**src/heading_hold_with_turn_sequence_assert.svh**
```systemverilog
// Assertion macros for the heading hold block
`ifndef HEADING_HOLD_WITH_TURN_SEQUENCE_ASSERT_SVH
`define HEADING_HOLD_WITH_TURN_SEQUENCE_ASSERT_SVH
`ifndef SYNTH
`define HHTS_ASSERT(label, prop) \
  label: assert property (@(posedge clk) disable iff (rst) (prop)) \
    else $error("heading hold assertion failed");
`define HHTS_ASSERT_NEXT(label, pre, post) \
  label: assert property (@(posedge clk) disable iff (rst) (pre) |=> (post)) \
    else $error("heading hold assertion failed");
`else
`define HHTS_ASSERT(label, prop)
`define HHTS_ASSERT_NEXT(label, pre, post)
`endif
`endif

```
**src/hhts_pkg.sv**
```systemverilog
// Types, codes and angle helpers for the heading hold block
package hhts_pkg;

  localparam int CFG_DATA_W  = 16;
  localparam int CFG_INDEX_W = 3;

  typedef enum logic [2:0] {
    KIND_START     = 3'd0,
    KIND_CONTROL   = 3'd1,
    KIND_TURN      = 3'd2,
    KIND_STOP      = 3'd3,
    KIND_RESET     = 3'd4,
    KIND_RECAPTURE = 3'd5
  } kind_t;

  typedef enum logic [CFG_INDEX_W-1:0] {
    REG_FORWARD_SPEED = 3'd0,
    REG_GAIN_KP       = 3'd1,
    REG_DEADBAND      = 3'd2,
    REG_TURN_TOTAL    = 3'd3,
    REG_TURN_CW       = 3'd4,
    REG_TURN_ENABLE   = 3'd5
  } cfg_reg_t;

  localparam logic [1:0] END_NONE   = 2'd0;
  localparam logic [1:0] END_STOP   = 2'd1;
  localparam logic [1:0] END_SENSOR = 2'd2;

  localparam logic signed [15:0] FWD_RESET      = 16'sd16384;
  localparam logic signed [15:0] KP_RESET       = 16'sd1229;
  localparam logic [14:0]        DEADBAND_RESET = 15'd1000;
  localparam logic [7:0]         TURNS_RESET    = 8'd3;

  localparam logic signed [16:0] QUARTER_TURN = 17'sd9000;
  localparam logic signed [17:0] HALF_TURN    = 18'sd18000;
  localparam logic signed [17:0] FULL_TURN    = 18'sd36000;
  localparam logic signed [17:0] THREE_HALVES = 18'sd54000;
  localparam logic signed [17:0] TWO_TURNS    = 18'sd72000;

  typedef struct packed {
    logic [2:0]         kind;
    logic signed [15:0] heading;
    logic               sensor_enabled;
    logic               sensor_healthy;
  } in_t;

  typedef struct packed {
    logic signed [18:0] angular_speed;
    logic signed [15:0] forward_speed;
    logic               drive_valid;
    logic               is_running;
    logic               turns_finished;
    logic [1:0]         end_event;
  } out_t;

  // Bring any value within two turns of the origin into [-18000, 18000)
  function automatic logic signed [15:0] wrap_angle(input logic signed [16:0] v);
    logic signed [17:0] w;
    logic signed [17:0] r;
    begin
      w = {v[16], v};
      if (w >= THREE_HALVES) begin
        r = w - TWO_TURNS;
      end else if (w >= HALF_TURN) begin
        r = w - FULL_TURN;
      end else if (w < -THREE_HALVES) begin
        r = w + TWO_TURNS;
      end else if (w < -HALF_TURN) begin
        r = w + FULL_TURN;
      end else begin
        r = w;
      end
      return r[15:0];
    end
  endfunction

endpackage

```
**src/heading_hold_with_turn_sequence.sv**
```systemverilog
// Heading hold regulator with timed turn sequence, top level
//
//  channel | direction | handshake             | payload
//  in      | request   | in_valid / in_ready   | in_data  (in_t)
//  out     | result    | out_valid / out_ready | out_data (out_t)
//  cfg     | write     | cfg_write             | cfg_index, cfg_data
//
// One request per cycle sustained; a request is registered in stage one, then its result in stage two:
// stage one updates the state and wraps the heading error, stage two runs the gain multiply.
// Synchronous reset clears control state and loads register defaults; no clearing pass.
// in_ready drops only while both stages hold results and out_ready is low.
module heading_hold_with_turn_sequence
  import hhts_pkg::*;
(
  input  logic                   clk,
  input  logic                   rst,
  input  logic                   in_valid,
  output logic                   in_ready,
  input  in_t                    in_data,
  output logic                   out_valid,
  input  logic                   out_ready,
  output out_t                   out_data,
  input  logic                   cfg_write,
  input  logic [CFG_INDEX_W-1:0] cfg_index,
  input  logic [CFG_DATA_W-1:0]  cfg_data
);

`include "heading_hold_with_turn_sequence_assert.svh"

  typedef struct packed {
    logic signed [15:0] err;
    logic               rate_on;
    logic               fwd_on;
    logic               drive_valid;
    logic               is_running;
    logic               turns_finished;
    logic [1:0]         end_event;
  } stage_t;

  // configuration
  logic signed [15:0] forward_speed_setting;
  logic signed [15:0] gain_kp;
  logic [14:0]        deadband;
  logic [7:0]         turn_total;
  logic               turn_clockwise;
  logic               turn_enable;

  // controller state
  logic               running, running_next;
  logic               finished_phase, finished_next;
  logic signed [15:0] target_heading, target_next;
  logic [7:0]         turns_left, turns_next;

  logic               accept;
  logic               s1_valid;
  logic               s1_advance;
  stage_t             s1;
  stage_t             s1_next;

  logic signed [15:0] err;
  logic [15:0]        err_mag;
  logic signed [15:0] turned_target;
  logic [7:0]         turns_load;
  logic [7:0]         turns_dec;

  logic signed [31:0] product;
  logic signed [18:0] rate;

  always_ff @(posedge clk) begin
    if (rst) begin
      forward_speed_setting <= FWD_RESET;
      gain_kp               <= KP_RESET;
      deadband              <= DEADBAND_RESET;
      turn_total            <= TURNS_RESET;
      turn_clockwise        <= 1'b0;
      turn_enable           <= 1'b0;
    end else if (cfg_write) begin
      case (cfg_index)
        REG_FORWARD_SPEED: forward_speed_setting <= cfg_data;
        REG_GAIN_KP:       gain_kp <= cfg_data;
        REG_DEADBAND:      deadband <= cfg_data[14:0];
        REG_TURN_TOTAL:    turn_total <= cfg_data[7:0];
        REG_TURN_CW:       turn_clockwise <= cfg_data[0];
        REG_TURN_ENABLE:   turn_enable <= cfg_data[0];
        default: ;
      endcase
    end
  end

  assign s1_advance = s1_valid && (!out_valid || out_ready);
  assign in_ready   = !s1_valid || !out_valid || out_ready;
  assign accept     = in_valid && in_ready;

  assign err = wrap_angle({target_heading[15], target_heading} -
                          {in_data.heading[15], in_data.heading});
  assign err_mag = err[15] ? 16'(-err) : 16'(err);
  assign turned_target = wrap_angle({target_heading[15], target_heading} +
                                    (turn_clockwise ? QUARTER_TURN : -QUARTER_TURN));
  // a turn count of zero acts as one
  assign turns_load = (turn_total == 8'd0) ? 8'd1 : turn_total;
  assign turns_dec  = turns_left - 8'd1;

  always_comb begin
    running_next  = running;
    finished_next = finished_phase;
    target_next   = target_heading;
    turns_next    = turns_left;
    s1_next       = '0;
    s1_next.err   = err;
    case (in_data.kind)
      KIND_START: begin
        if (!running) begin
          running_next  = 1'b1;
          finished_next = 1'b0;
          target_next   = in_data.heading;
          turns_next    = turns_load;
        end
      end
      KIND_CONTROL: begin
        if (running) begin
          s1_next.drive_valid = 1'b1;
          if (!in_data.sensor_enabled || !in_data.sensor_healthy) begin
            running_next      = 1'b0;
            s1_next.end_event = END_SENSOR;
          end else begin
            s1_next.fwd_on  = 1'b1;
            s1_next.rate_on = !(err_mag < {1'b0, deadband});
          end
        end
      end
      KIND_TURN: begin
        if (running && turns_left != 8'd0) begin
          if (turn_enable) begin
            target_next = turned_target;
          end
          turns_next = turns_dec;
          if (turns_dec == 8'd0) begin
            finished_next = 1'b1;
          end
        end
      end
      KIND_STOP: begin
        if (running) begin
          running_next        = 1'b0;
          s1_next.drive_valid = 1'b1;
          s1_next.end_event   = END_STOP;
        end
      end
      KIND_RESET: begin
        if (running) begin
          turns_next          = turns_load;
          finished_next       = 1'b0;
          s1_next.drive_valid = 1'b1;
          if (!in_data.sensor_enabled) begin
            running_next      = 1'b0;
            s1_next.end_event = END_STOP;
          end else if (!in_data.sensor_healthy) begin
            running_next      = 1'b0;
            s1_next.end_event = END_SENSOR;
          end else begin
            target_next = in_data.heading;
          end
        end
      end
      KIND_RECAPTURE: begin
        if (running && in_data.sensor_enabled) begin
          target_next = in_data.heading;
        end
      end
      default: ;
    endcase
    s1_next.is_running     = running_next;
    s1_next.turns_finished = finished_next;
  end

  always_ff @(posedge clk) begin
    if (rst) begin
      running        <= 1'b0;
      finished_phase <= 1'b0;
      target_heading <= '0;
      turns_left     <= '0;
    end else if (accept) begin
      running        <= running_next;
      finished_phase <= finished_next;
      target_heading <= target_next;
      turns_left     <= turns_next;
    end
  end

  always_ff @(posedge clk) begin
    if (rst) begin
      s1_valid <= 1'b0;
    end else if (accept) begin
      s1_valid <= 1'b1;
    end else if (s1_advance) begin
      s1_valid <= 1'b0;
    end
  end

  always_ff @(posedge clk) begin
    if (accept) begin
      s1 <= s1_next;
    end
  end

  // drop the Q4.12 fraction bits, flooring towards minus infinity
  assign product = gain_kp * s1.err;
  assign rate    = product[30:12];

  always_ff @(posedge clk) begin
    if (rst) begin
      out_valid <= 1'b0;
    end else if (s1_advance) begin
      out_valid <= 1'b1;
    end else if (out_ready) begin
      out_valid <= 1'b0;
    end
  end

  always_ff @(posedge clk) begin
    if (s1_advance) begin
      out_data.angular_speed  <= s1.rate_on ? rate : '0;
      out_data.forward_speed  <= s1.fwd_on ? forward_speed_setting : '0;
      out_data.drive_valid    <= s1.drive_valid;
      out_data.is_running     <= s1.is_running;
      out_data.turns_finished <= s1.turns_finished;
      out_data.end_event      <= s1.end_event;
    end
  end

  `HHTS_ASSERT(a_turns_phase, !running || ((turns_left == 8'd0) == finished_phase))
  `HHTS_ASSERT(a_end_stops, !out_valid || out_data.end_event == END_NONE || !out_data.is_running)
  `HHTS_ASSERT(a_idle_zero, !out_valid || out_data.drive_valid || (out_data.angular_speed == '0 && out_data.forward_speed == '0 && out_data.end_event == END_NONE))
  `HHTS_ASSERT_NEXT(a_stage_hold, s1_valid && !s1_advance, s1_valid)

endmodule

```
**config.mk**
```make
export PLATFORM = sky130hd
export DESIGN_NAME = heading_hold_with_turn_sequence
export DESIGN_NICKNAME = d
export VERILOG_FILES = /design/src/hhts_pkg.sv /design/src/heading_hold_with_turn_sequence.sv
export VERILOG_INCLUDE_DIRS = /design/src /design/src/src
export SDC_FILE = /design/constraint.sdc
export NUM_CORES = 1
export LEC_CHECK = 0
export BUFFER_PORTS_ARGS = -buffer_cell sky130_fd_sc_hd__buf_2
export CELL_PAD_IN_SITES_DETAIL_PLACEMENT = 1
export CELL_PAD_IN_SITES_GLOBAL_PLACEMENT = 2
export CORE_MARGIN = 2
export CORE_UTILIZATION = 44
export DETAILED_ROUTE_END_ITERATION = 7
export PLACE_DENSITY_LB_ADDON = 0.25
export SLEW_MARGIN = 30
export SYNTH_ARGS = -nofsm -noshare
export SYNTH_HDL_FRONTEND = slang
export SYNTH_SLANG_ARGS = --single-unit
```
**constraint.sdc**
```tcl
create_clock -name clk -period 12.85 [get_ports clk]
set_input_delay 0.6425 -clock clk [delete_from_list [all_inputs] [get_ports clk]]
set_output_delay 0.6425 -clock clk [all_outputs]
set_load 0.1 [all_outputs]
```
==> impl_metrics.env, run 1 <==
export IMPL_ctsLongestPathBuffers=2
export IMPL_antenna_found_initial=1
export IMPL_post_cts_buffers=0
export IMPL_synth_area_leaders="fa_1, edfxtp_1, ha_1"
export IMPL_fin_nets=2697
export IMPL_worstHoldPathType="in -> reg"
export IMPL_place_area_sq_um=20450
export IMPL_firstDrtPassIters=5
export IMPL_track_usage=0.2489
export IMPL_num_io_pins=87
export IMPL_start_kind="flop"
export IMPL_tightest_slew_ns=0.9313
export IMPL_cts_buffers=17
export IMPL_via_per_inst=5.441
export IMPL_switchingPower_w=0.003234
export IMPL_peakVddDrop_mv=0.6533
export IMPL_clock_sinks=148
export IMPL_synth_top_area_cell="fa_1"
export IMPL_drt_total_wl_um=55180
export IMPL_max_stage_delay_ns=0.71
export IMPL_setup_viol=0
export IMPL_cap_violations=0
export IMPL_synthDistinctLibCells=110
export IMPL_rsz0062_at_grt="no"
export IMPL_die_y_um=214.8
export IMPL_setup_tns_ns=0
export IMPL_dpl_hpwl_um=44330
export IMPL_synth_ff_type="dfxtp_1"
export IMPL_synth_nets=2672
export IMPL_grt_ovfl_total=0
export IMPL_grt_max_degree=66
export IMPL_outcome="finished, final reports clean"
export IMPL_layout_drive_gt1_share=0.08561
export IMPL_leakage_nw=9.586
export IMPL_synth_edf_count=63
export IMPL_critPathCaptureType="flop"
export IMPL_final_util=0.4780
export IMPL_ant_nets=0
export IMPL_fin_area_sq_um=21050
export IMPL_cp_slowest_cell="edfxtp_1"
export IMPL_grt_pass1_wl_um=91240
export IMPL_clock_skew_ns=0.01299
export IMPL_max_slew_margin=0.3776
export IMPL_critPathBufInv=3
export IMPL_clk_latency_ns=0.47
export IMPL_syn_inst=2228
export IMPL_htreeDepth=4
export IMPL_rr_startpoint="s1[13]"
export IMPL_yosysSeqAreaShare=0.1837
export IMPL_finalCritPeriodShare=0.5867
export IMPL_yosysMostFrequentCell="inv_1"
export IMPL_p_int_w=0.002988
export IMPL_switching_share=0.5198
export IMPL_synth_common_cells="inv_1, nand2_1, fa_1"
export IMPL_seq_area_sq_um=3593
export IMPL_path_cells="nand2_1 > fa_1 > inv_1 > fa_1 > ha_1 > inv_1 > fa_1 > fa_1 > fa_1 > inv_1 > ha_1 > a21o_1 > a2111oi_0 > o21ai_0 > a221o_1 > a211oi_1 > o31ai_1 > o21ba_2 > or2_2 > a211oi_1 > xnor2_1 > and2_1"
export IMPL_pwr_share_clk=0.081
export IMPL_root_buffer="clkbuf_16"
export IMPL_num_vias=15560
export IMPL_numPortBuffers=86
export IMPL_core_area_sq_um=44030
export IMPL_initial_core_util=0.4443
export IMPL_cts_resized=0
export IMPL_fillerInstances=5227
export IMPL_p_seq_frac=0.115
export IMPL_yosys_warnings=0
export IMPL_area_growth_pct=7.593
export IMPL_fmax_mhz=132.6
export IMPL_required_ns=13.08
export IMPL_wire_per_inst_um=19.30
export IMPL_crit_start="s1[13]"
export IMPL_crit_family="adder cells"
export IMPL_hp_start="in_valid"
export IMPL_synth_seq_cells=148
export IMPL_finalPower_w=0.006222
export IMPL_ys_async_sr_fraction=0
export IMPL_worst_path_max_fanout=16
export IMPL_grt_pass1_vias=16820
export IMPL_p_comb_frac=0.803
export IMPL_cts_tree="built"
export IMPL_dieArea_sq_um=46160
export IMPL_crit_type="reg -> reg"
export IMPL_drt_iter0_markers=757
export IMPL_arrival_ns=7.77
export IMPL_postCtsHoldBufs=0
export IMPL_final_max_slew_viol_count=0
export IMPL_gp_congestion=0.8469
export IMPL_cp_common_cell="fa_1"
export IMPL_multiInputGateArea_sq_um=14280
export IMPL_avgSynthCellArea_sq_um=8.779
export IMPL_num_rows=77
export IMPL_synth_top_cell_area_share=0.2630
export IMPL_power_density_nw_per_um2=295.6
export IMPL_drc=0
export IMPL_syn_area_sq_um=19560
export IMPL_min_period_ns=7.539
export IMPL_clkTransAtPathRegs_ns=0.08
export IMPL_die_x_um=214.8
export IMPL_hold_viol_final=0
-- power by group through the flow --
stage	clock, W	sequential [W]	combinational (W)
after floorplan	0	0.000865	0.00376
after global placement	0	0.000720	0.00483
after detailed placement	0	0.000725	0.00506
after CTS	0.000520	0.000715	0.00512
after global routing	0.000538	0.000726	0.00579
final	0.000506	0.000717	0.00500
-- through the flow --
stage | worst slack (ns) | hold slack, ns | instances
finish | 5.311 | 0.3986 | 2859
CTS | 5.231 | 0.3756 | 2857
global placement | 5.551 | 0.4059 | 2825
global route | 4.865 | 0.3984 | 2858
detailed placement | 5.248 | 0.4090 | 2825
floorplan | 6.188 | 0.4003 | 2228
-- tightest hold or removal path, delay by kind of cell --
family | cells | cell delay (ns)
AO/OA/AOI/OAI | 1 | 0.03
AND/OR/NAND/NOR | 1 | 0.08
buffers and inverters | 1 | 0.09
-- cell usage in the layout (no fill, tap or decap), types with 20 or more instances in the layout --
| cell type | netlist | layout |
|---|---|---|
| inv_1 | 353 | 353 |
| nand2_1 | 314 | 314 |
| fa_1 | 257 | 257 |
| and2_1 | 147 | 147 |
| ha_1 | 142 | 142 |
| a21oi_1 | 105 | 105 |
| nor2_1 | 100 | 99 |
| buf_2 | 7 | 87 |
| dfxtp_1 | 85 | 85 |
| o21ai_0 | 67 | 67 |
| edfxtp_1 | 63 | 63 |
| xnor2_1 | 56 | 56 |
| nor3_1 | 34 | 33 |
| nand2b_1 | 29 | 29 |
| nand3_1 | 27 | 27 |
| nor2b_1 | 21 | 20 |
-- layer usage --
metal | global-route usage | up-vias | wire length, um
met4 | 0.06157 | 2 | 963
li1 | - | 7337 | -
met1 | 0.3256 | 7936 | 24880
met5 | 0 | - | 16
met2 | 0.4375 | 220 | 27790
met3 | 0.03029 | 61 | 1536
-- cells by family (layout without fill, tap and decap cells) --
kind of cell               after synthesis  after routing  synth area share
other                                    0              1                 0
AOI/OAI and AO/OA                      400            400            0.1480
xor gates and xnor gates                72             72           0.03358
adders and majority gates              399            399            0.3539
and+or+nand+nor                        749            749            0.1856
buffers and inverters                  446            484           0.08680
muxes                                   14             14          0.008443
DFF                                    148            148            0.1837
-- final cells by class --
type / count / share of cell area
Clock inverter: 15 / 0.007610
Inverter: 356 / 0.06350
Antenna cell: 1 / 0.0001189
Tap cell: 592 / 0.03520
Clock buffer: 17 / 0.02021
Multi-Input combinational cell: 1634 / 0.6787
Timing Repair Buffer: 96 / 0.02390
Sequential cell: 148 / 0.1707
-- path summary, 6_finish.rpt --
check                               endpoint  slack (ns)  depth (start not counted)
worst min register to register   out_data[0]        0.43                          0
worst min-delay path                s1_valid        0.40                          3
worst max register to register  out_data[39]        5.31                         22
worst max-delay path            out_data[39]        5.31                         22
-- sequential cells by signal, summed over array words and instances (netlist names), 8 cells and up --
signal / flops
out_data: 40
s1: 23
forward_speed_setting: 16
gain_kp: 16
target_heading: 16
deadband: 15
turn_total: 8
turns_left: 8
Note: power is estimated with default switching activity, not from simulation.
==> run 2, diff against run 1 <==
- CORE_UTILIZATION: 44 -> 36
- clock period: 12.85 -> 6.28 ns (I/O delays scaled with it)
==> run 2 against run 1 <==
Effect of this change:
- the flow now finishes with violations (setup timing)
- die area up 22%
- routed wire length up 1.7%
- utilization down 5.8 points
- via count up 3.4%
- global-route usage down 4.0 points
- critical path depth up 2
==> impl_metrics.env, run 2 (synthesis results as in run 1) <==
export IMPL_outcome="finished, violations left"
export IMPL_failed_checks="setup timing"
export IMPL_worstHoldPathType="in -> reg"
export IMPL_hp_start="in_valid"
export IMPL_area_growth_pct=15.58
export IMPL_crit_start="s1[13]"
export IMPL_worst_path_max_fanout=6
export IMPL_reg_top3="out_data x40, s1 x23"
export IMPL_layout_drive_gt1_share=0.1586
export IMPL_path_cells="buf_4 > buf_6 > buf_8 > nand2_1 > fa_1 > inv_1 > fa_1 > inv_1 > fa_1 > inv_1 > fa_1 > inv_1 > fa_1 > inv_1 > fa_1 > ha_2 > or3_4 > a211oi_4 > o31ai_4 > o21ba_4 > or2_4 > a211oi_2 > xnor2_1 > and2_1"
export IMPL_htreeDepth=4
export IMPL_seq_area_sq_um=3593
export IMPL_rr_startpoint="s1[13]"
export IMPL_die_y_um=237.1
export IMPL_dieArea_sq_um=56210
export IMPL_clock_sinks=148
export IMPL_tightest_slew_ns=0.9137
export IMPL_fmax_mhz=156.3
export IMPL_multiInputGateArea_sq_um=14490
export IMPL_largest_reg_flops=40
export IMPL_gp_congestion=0.8801
export IMPL_final_max_slew_viol_count=0
export IMPL_drt_total_wl_um=56110
export IMPL_critPathBufInv=8
export IMPL_critPathCaptureType="flop"
export IMPL_layout_common_cells="inv_1, nand2_1, fa_1"
export IMPL_crit_family="adder cells"
export IMPL_postCtsHoldBufs=0
export IMPL_numPortBuffers=86
export IMPL_num_rows=85
export IMPL_fin_area_sq_um=22610
export IMPL_required_ns=6.50
export IMPL_grt_max_degree=66
export IMPL_num_io_pins=87
export IMPL_drt_iter0_markers=677
export IMPL_cp_slowest_cell="fa_1"
export IMPL_grt_pass1_wl_um=93620
export IMPL_top_register="out_data"
export IMPL_ctsLongestPathBuffers=2
export IMPL_track_usage=0.2089
export IMPL_finalCritPeriodShare=1.019
export IMPL_dp_cells=3063
export IMPL_cap_violations=0
export IMPL_grt_pass1_vias=17630
export IMPL_firstDrtPassIters=4
export IMPL_drc=0
export IMPL_antenna_found_initial=0
export IMPL_grt_ovfl_total=0
export IMPL_fillerInstances=6355
export IMPL_clock_skew_ns=0.01374
export IMPL_cts_buffers=17
export IMPL_wire_per_inst_um=18.04
export IMPL_stdcell_count=3111
export IMPL_place_area_sq_um=21640
export IMPL_initial_core_util=0.3635
export IMPL_whs_ns=0.08653
export IMPL_start_kind="flop"
export IMPL_num_vias=16090
export IMPL_max_slew_margin=0.3831
export IMPL_cts_tree="built"
export IMPL_crit_type="reg -> reg"
export IMPL_min_period_ns=6.400
export IMPL_core_area_sq_um=53810
export IMPL_fin_nets=2846
export IMPL_dpl_hpwl_um=45890
export IMPL_clkTransAtPathRegs_ns=0.08
export IMPL_root_buffer="clkbuf_16"
export IMPL_hold_viol_final=0
export IMPL_ant_nets=0
export IMPL_worst_slack_ns=-0.1199
export IMPL_final_common_cell="inv_1"
export IMPL_cp_common_cell="fa_1"
export IMPL_die_x_um=237.1
export IMPL_via_per_inst=5.170
export IMPL_final_util=0.4201
export IMPL_antenna_cells=0
export IMPL_clk_latency_ns=0.46
export IMPL_rsz0062_at_grt="yes"
export IMPL_setup_viol=6
export IMPL_arrival_ns=6.62
export IMPL_max_stage_delay_ns=0.55
-- run 2: cell count changes in the layout (fill, tap and decap cells not counted), moves of 4 or more --
| cell | previous run | this run |
|---|---|---|
| nand2_2 | 1 | 8 |
| nand2_1 | 314 | 307 |
| ha_1 | 142 | 133 |
| inv_1 | 353 | 344 |
| inv_2 | 3 | 12 |
| buf_4 | 9 | 146 |
| buf_6 | 0 | 9 |
| a21oi_1 | 105 | 100 |
| a21oi_2 | 4 | 8 |
| ha_4 | 0 | 6 |
-- run 2: repair_timing --
action / CTS / global route
setup buffers: 14 / 1
endpoints found under the hold margin: 0 / 0
setup endpoints to repair: 10 / 11
cloned: 1 / 0
pin swaps: 43 / 1
gates resized for setup: 48 / 6
-- run 2: worst min-delay path, stage by stage --
cell and delay, ns:
buf_2 0.09, a21oi_1 0.04, nor2_1 0.07
-- run 2: layer usage --
metal	up-vias	global-route usage	share of wire
met5	-	0	0
met4	0	0.04307	0.013
met3	52	0.02763	0.023
met2	176	0.3706	0.50
met1	8222	0.2720	0.46
li1	7635	-	-
-- run 2: final timing paths --
path	cells after the start	to	slack, ns
max reg2reg	24	out_data[39]	-0.12
min	3	s1_valid	0.09
max	24	out_data[39]	-0.12
min reg2reg	0	out_data[4]	0.43
-- run 2: final cells by class --
cell class	instances	share of cell area
clock buffers	17	0.01882
inverters	356	0.05911
flip-flops and latches	148	0.1590
repair buffers	245	0.07566
well taps	696	0.03852
clock inverters	15	0.007915
multi-input cells	1634	0.6410
-- run 2: metrics by stage --
stage               TNS [ns]  setup WS [ns]
floorplan                  0        0.01252
global placement      -2.557        -0.3778
detailed placement    -3.846        -0.5229
CTS                  -0.3937        -0.1346
global route          -2.783        -0.3697
finish               -0.3461        -0.1199
Power of run 2 is not shown: default switching activity piles up to over one toggle a cycle in this logic, so the estimate is an artifact.
==> run 3, diff against run 2 <==
- CELL_PAD_IN_SITES_DETAIL_PLACEMENT: 1 -> default
- CELL_PAD_IN_SITES_GLOBAL_PLACEMENT: 2 -> default
- CORE_UTILIZATION: 36 -> 58
==> run 3 against run 2 <==
Effect of this change:
- the run still ends with setup timing left
- largest cell class unchanged
- clock-buffer cell count did not move
- fmax rose by 0.14%
- critical path type unchanged
- die area fell by 37%
- critical path depth fell by 2
- via count fell by 0.23%
- routed wire length fell by 16%
- highest routed layer unchanged
==> impl_metrics.env, run 3 (synthesis results as in run 1) <==
export IMPL_final_max_slew_viol_count=0
export IMPL_hp_start="in_valid"
export IMPL_min_path_cells=3
export IMPL_ctsLongestPathBuffers=2
export IMPL_setup_viol=5
export IMPL_cts_buffers=17
export IMPL_via_per_inst=5.659
export IMPL_clk_latency_ns=0.44
export IMPL_fmax_mhz=156.5
export IMPL_clock_sinks=148
export IMPL_numPortBuffers=86
export IMPL_antenna_found_initial=0
export IMPL_post_place_ws_ns=-0.4418
export IMPL_postCtsHoldBufs=0
export IMPL_finalCritPeriodShare=1.018
export IMPL_dpl_hpwl_um=37980
export IMPL_worstHoldPathType="in -> reg"
export IMPL_critPathCaptureType="flop"
export IMPL_die_y_um=187.6
export IMPL_cap_violations=0
export IMPL_num_vias=16050
export IMPL_rsz0062_at_grt="yes"
export IMPL_core_area_sq_um=33360
export IMPL_layout_common_cells="inv_1, nand2_1, fa_1"
export IMPL_outcome="finished, violations left"
export IMPL_die_x_um=187.6
export IMPL_drt_total_wl_um=47320
export IMPL_initial_core_util=0.5863
export IMPL_ant_nets=0
export IMPL_ff2ff_setup_slack_ns=-0.11
export IMPL_firstDrtPassIters=5
export IMPL_clkTransAtPathRegs_ns=0.07
export IMPL_drt_iter0_markers=1111
export IMPL_fin_nets=2819
export IMPL_required_ns=6.48
export IMPL_min_to="s1_valid"
export IMPL_num_io_pins=87
export IMPL_drc=0
export IMPL_arrival_ns=6.59
export IMPL_num_rows=67
export IMPL_area_growth_pct=13.09
export IMPL_dieArea_sq_um=35210
export IMPL_grt_pass1_vias=16860
export IMPL_grt_pass1_wl_um=81650
export IMPL_reg_top3="out_data x40, s1 x23"
export IMPL_wire_per_inst_um=16.68
export IMPL_start_kind="flop"
export IMPL_final_util=0.6630
export IMPL_hold_viol_final=0
export IMPL_crit_type="reg -> reg"
export IMPL_grt_ovfl_total=0
export IMPL_largest_reg_flops=40
export IMPL_gp_congestion=0.9261
export IMPL_min_period_ns=6.391
export IMPL_track_usage=0.2834
export IMPL_failed_checks="setup timing"
export IMPL_clock_skew_ns=0.01686
export IMPL_rr_startpoint="s1[10]"
export IMPL_cts_tree="built"
export IMPL_max_slew_margin=0.4016
export IMPL_antenna_cells=0
export IMPL_grt_max_degree=66
export IMPL_worstReg2RegEnd="out_data[36]"
export IMPL_reg2regPathDepth=22
export IMPL_fillerInstances=2763
export IMPL_layout_drive_gt1_share=0.1499
export IMPL_root_buffer="clkbuf_16"
export IMPL_top_register="out_data"
export IMPL_final_common_cell="inv_1"
export IMPL_tightest_slew_ns=0.8954
export IMPL_worst_path_max_fanout=7
export IMPL_worst_slack_ns=-0.1106
export IMPL_htreeDepth=4
==> run 3: cell types whose count changed in the layout (fill, tap and decap cells not counted), moves of 3 or more <==
cell       change
buf_4         -24
bufinv_16      +4
inv_1          +4
inv_2          -4
inv_8          -3
o21ai_1        +3
==> run 3: cell type report <==
type,instances,area (sq um),share of cell area
clock buffer,17,425.4,0.01923
inverter,356,1336,0.06041
timing repair buffer,218,1476,0.06675
tap,448,560.5,0.02534
clock inverter,15,244.0,0.01103
multi-input combinational,1634,14480,0.6548
sequential,148,3593,0.1625
==> run 3: worst max-delay path, stage by stage, from the launching register on <==
cell       delay, ns
edfxtp_1        0.55
and2_4          0.22
fa_1            0.45
fa_1            0.51
ha_2            0.18
inv_2           0.04
fa_1            0.47
fa_1            0.50
fa_1            0.51
inv_2           0.04
ha_4            0.20
a21o_1          0.17
a2111oi_2       0.28
o21ai_1         0.15
a221o_2         0.45
a211oi_4        0.38
o31ai_4         0.11
o21ba_4         0.21
or2_4           0.25
buf_4           0.15
a21oi_4         0.11
xnor2_1         0.07
and2_1          0.15
==> run 3: per-stage QoR <==
stage          hold slack, ns  cell area (sq um)  cells  TNS (ns)
6_report               0.1134              22120   2836   -0.2657
5_1_grt                0.1160              22120   2836    -2.314
4_1_cts               0.09989              21990   2828  -0.04116
3_5_place_dp           0.4057              21090   2785    -3.266
3_3_place_gp           0.4037              21090   2785    -1.635
2_1_floorplan          0.4003              19620   2228         0
==> run 3: repair_timing <==
item,in CTS,in global routing
endpoints found under the setup margin,10,11
gates resized for setup,31,22
pin swaps,36,40
buffers inserted,11,8
==> run 3: worst max path at each step <==
stage | start | endpoint | cells past startpoint
floorplan | gain_kp[15] | out_data[39] | 21
finish | s1[10] | out_data[36] | 22
detailed placement | s1[12] | out_data[39] | 22
global placement | s1[12] | out_data[39] | 21
global route | s1[10] | out_data[39] | 21
CTS | s1[10] | out_data[39] | 21
==> run 3: routing by layer <==
layer | vias to the layer above | track usage | wire, um
met2 | 469 | 0.4755 | 22740
met1 | 7876 | 0.3786 | 20650
met3 | 115 | 0.03350 | 2375
met4 | 0 | 0.1075 | 1547
met5 | - | 0 | 0
li1 | 7588 | - | -
Power of run 3 is left out for the same reason.
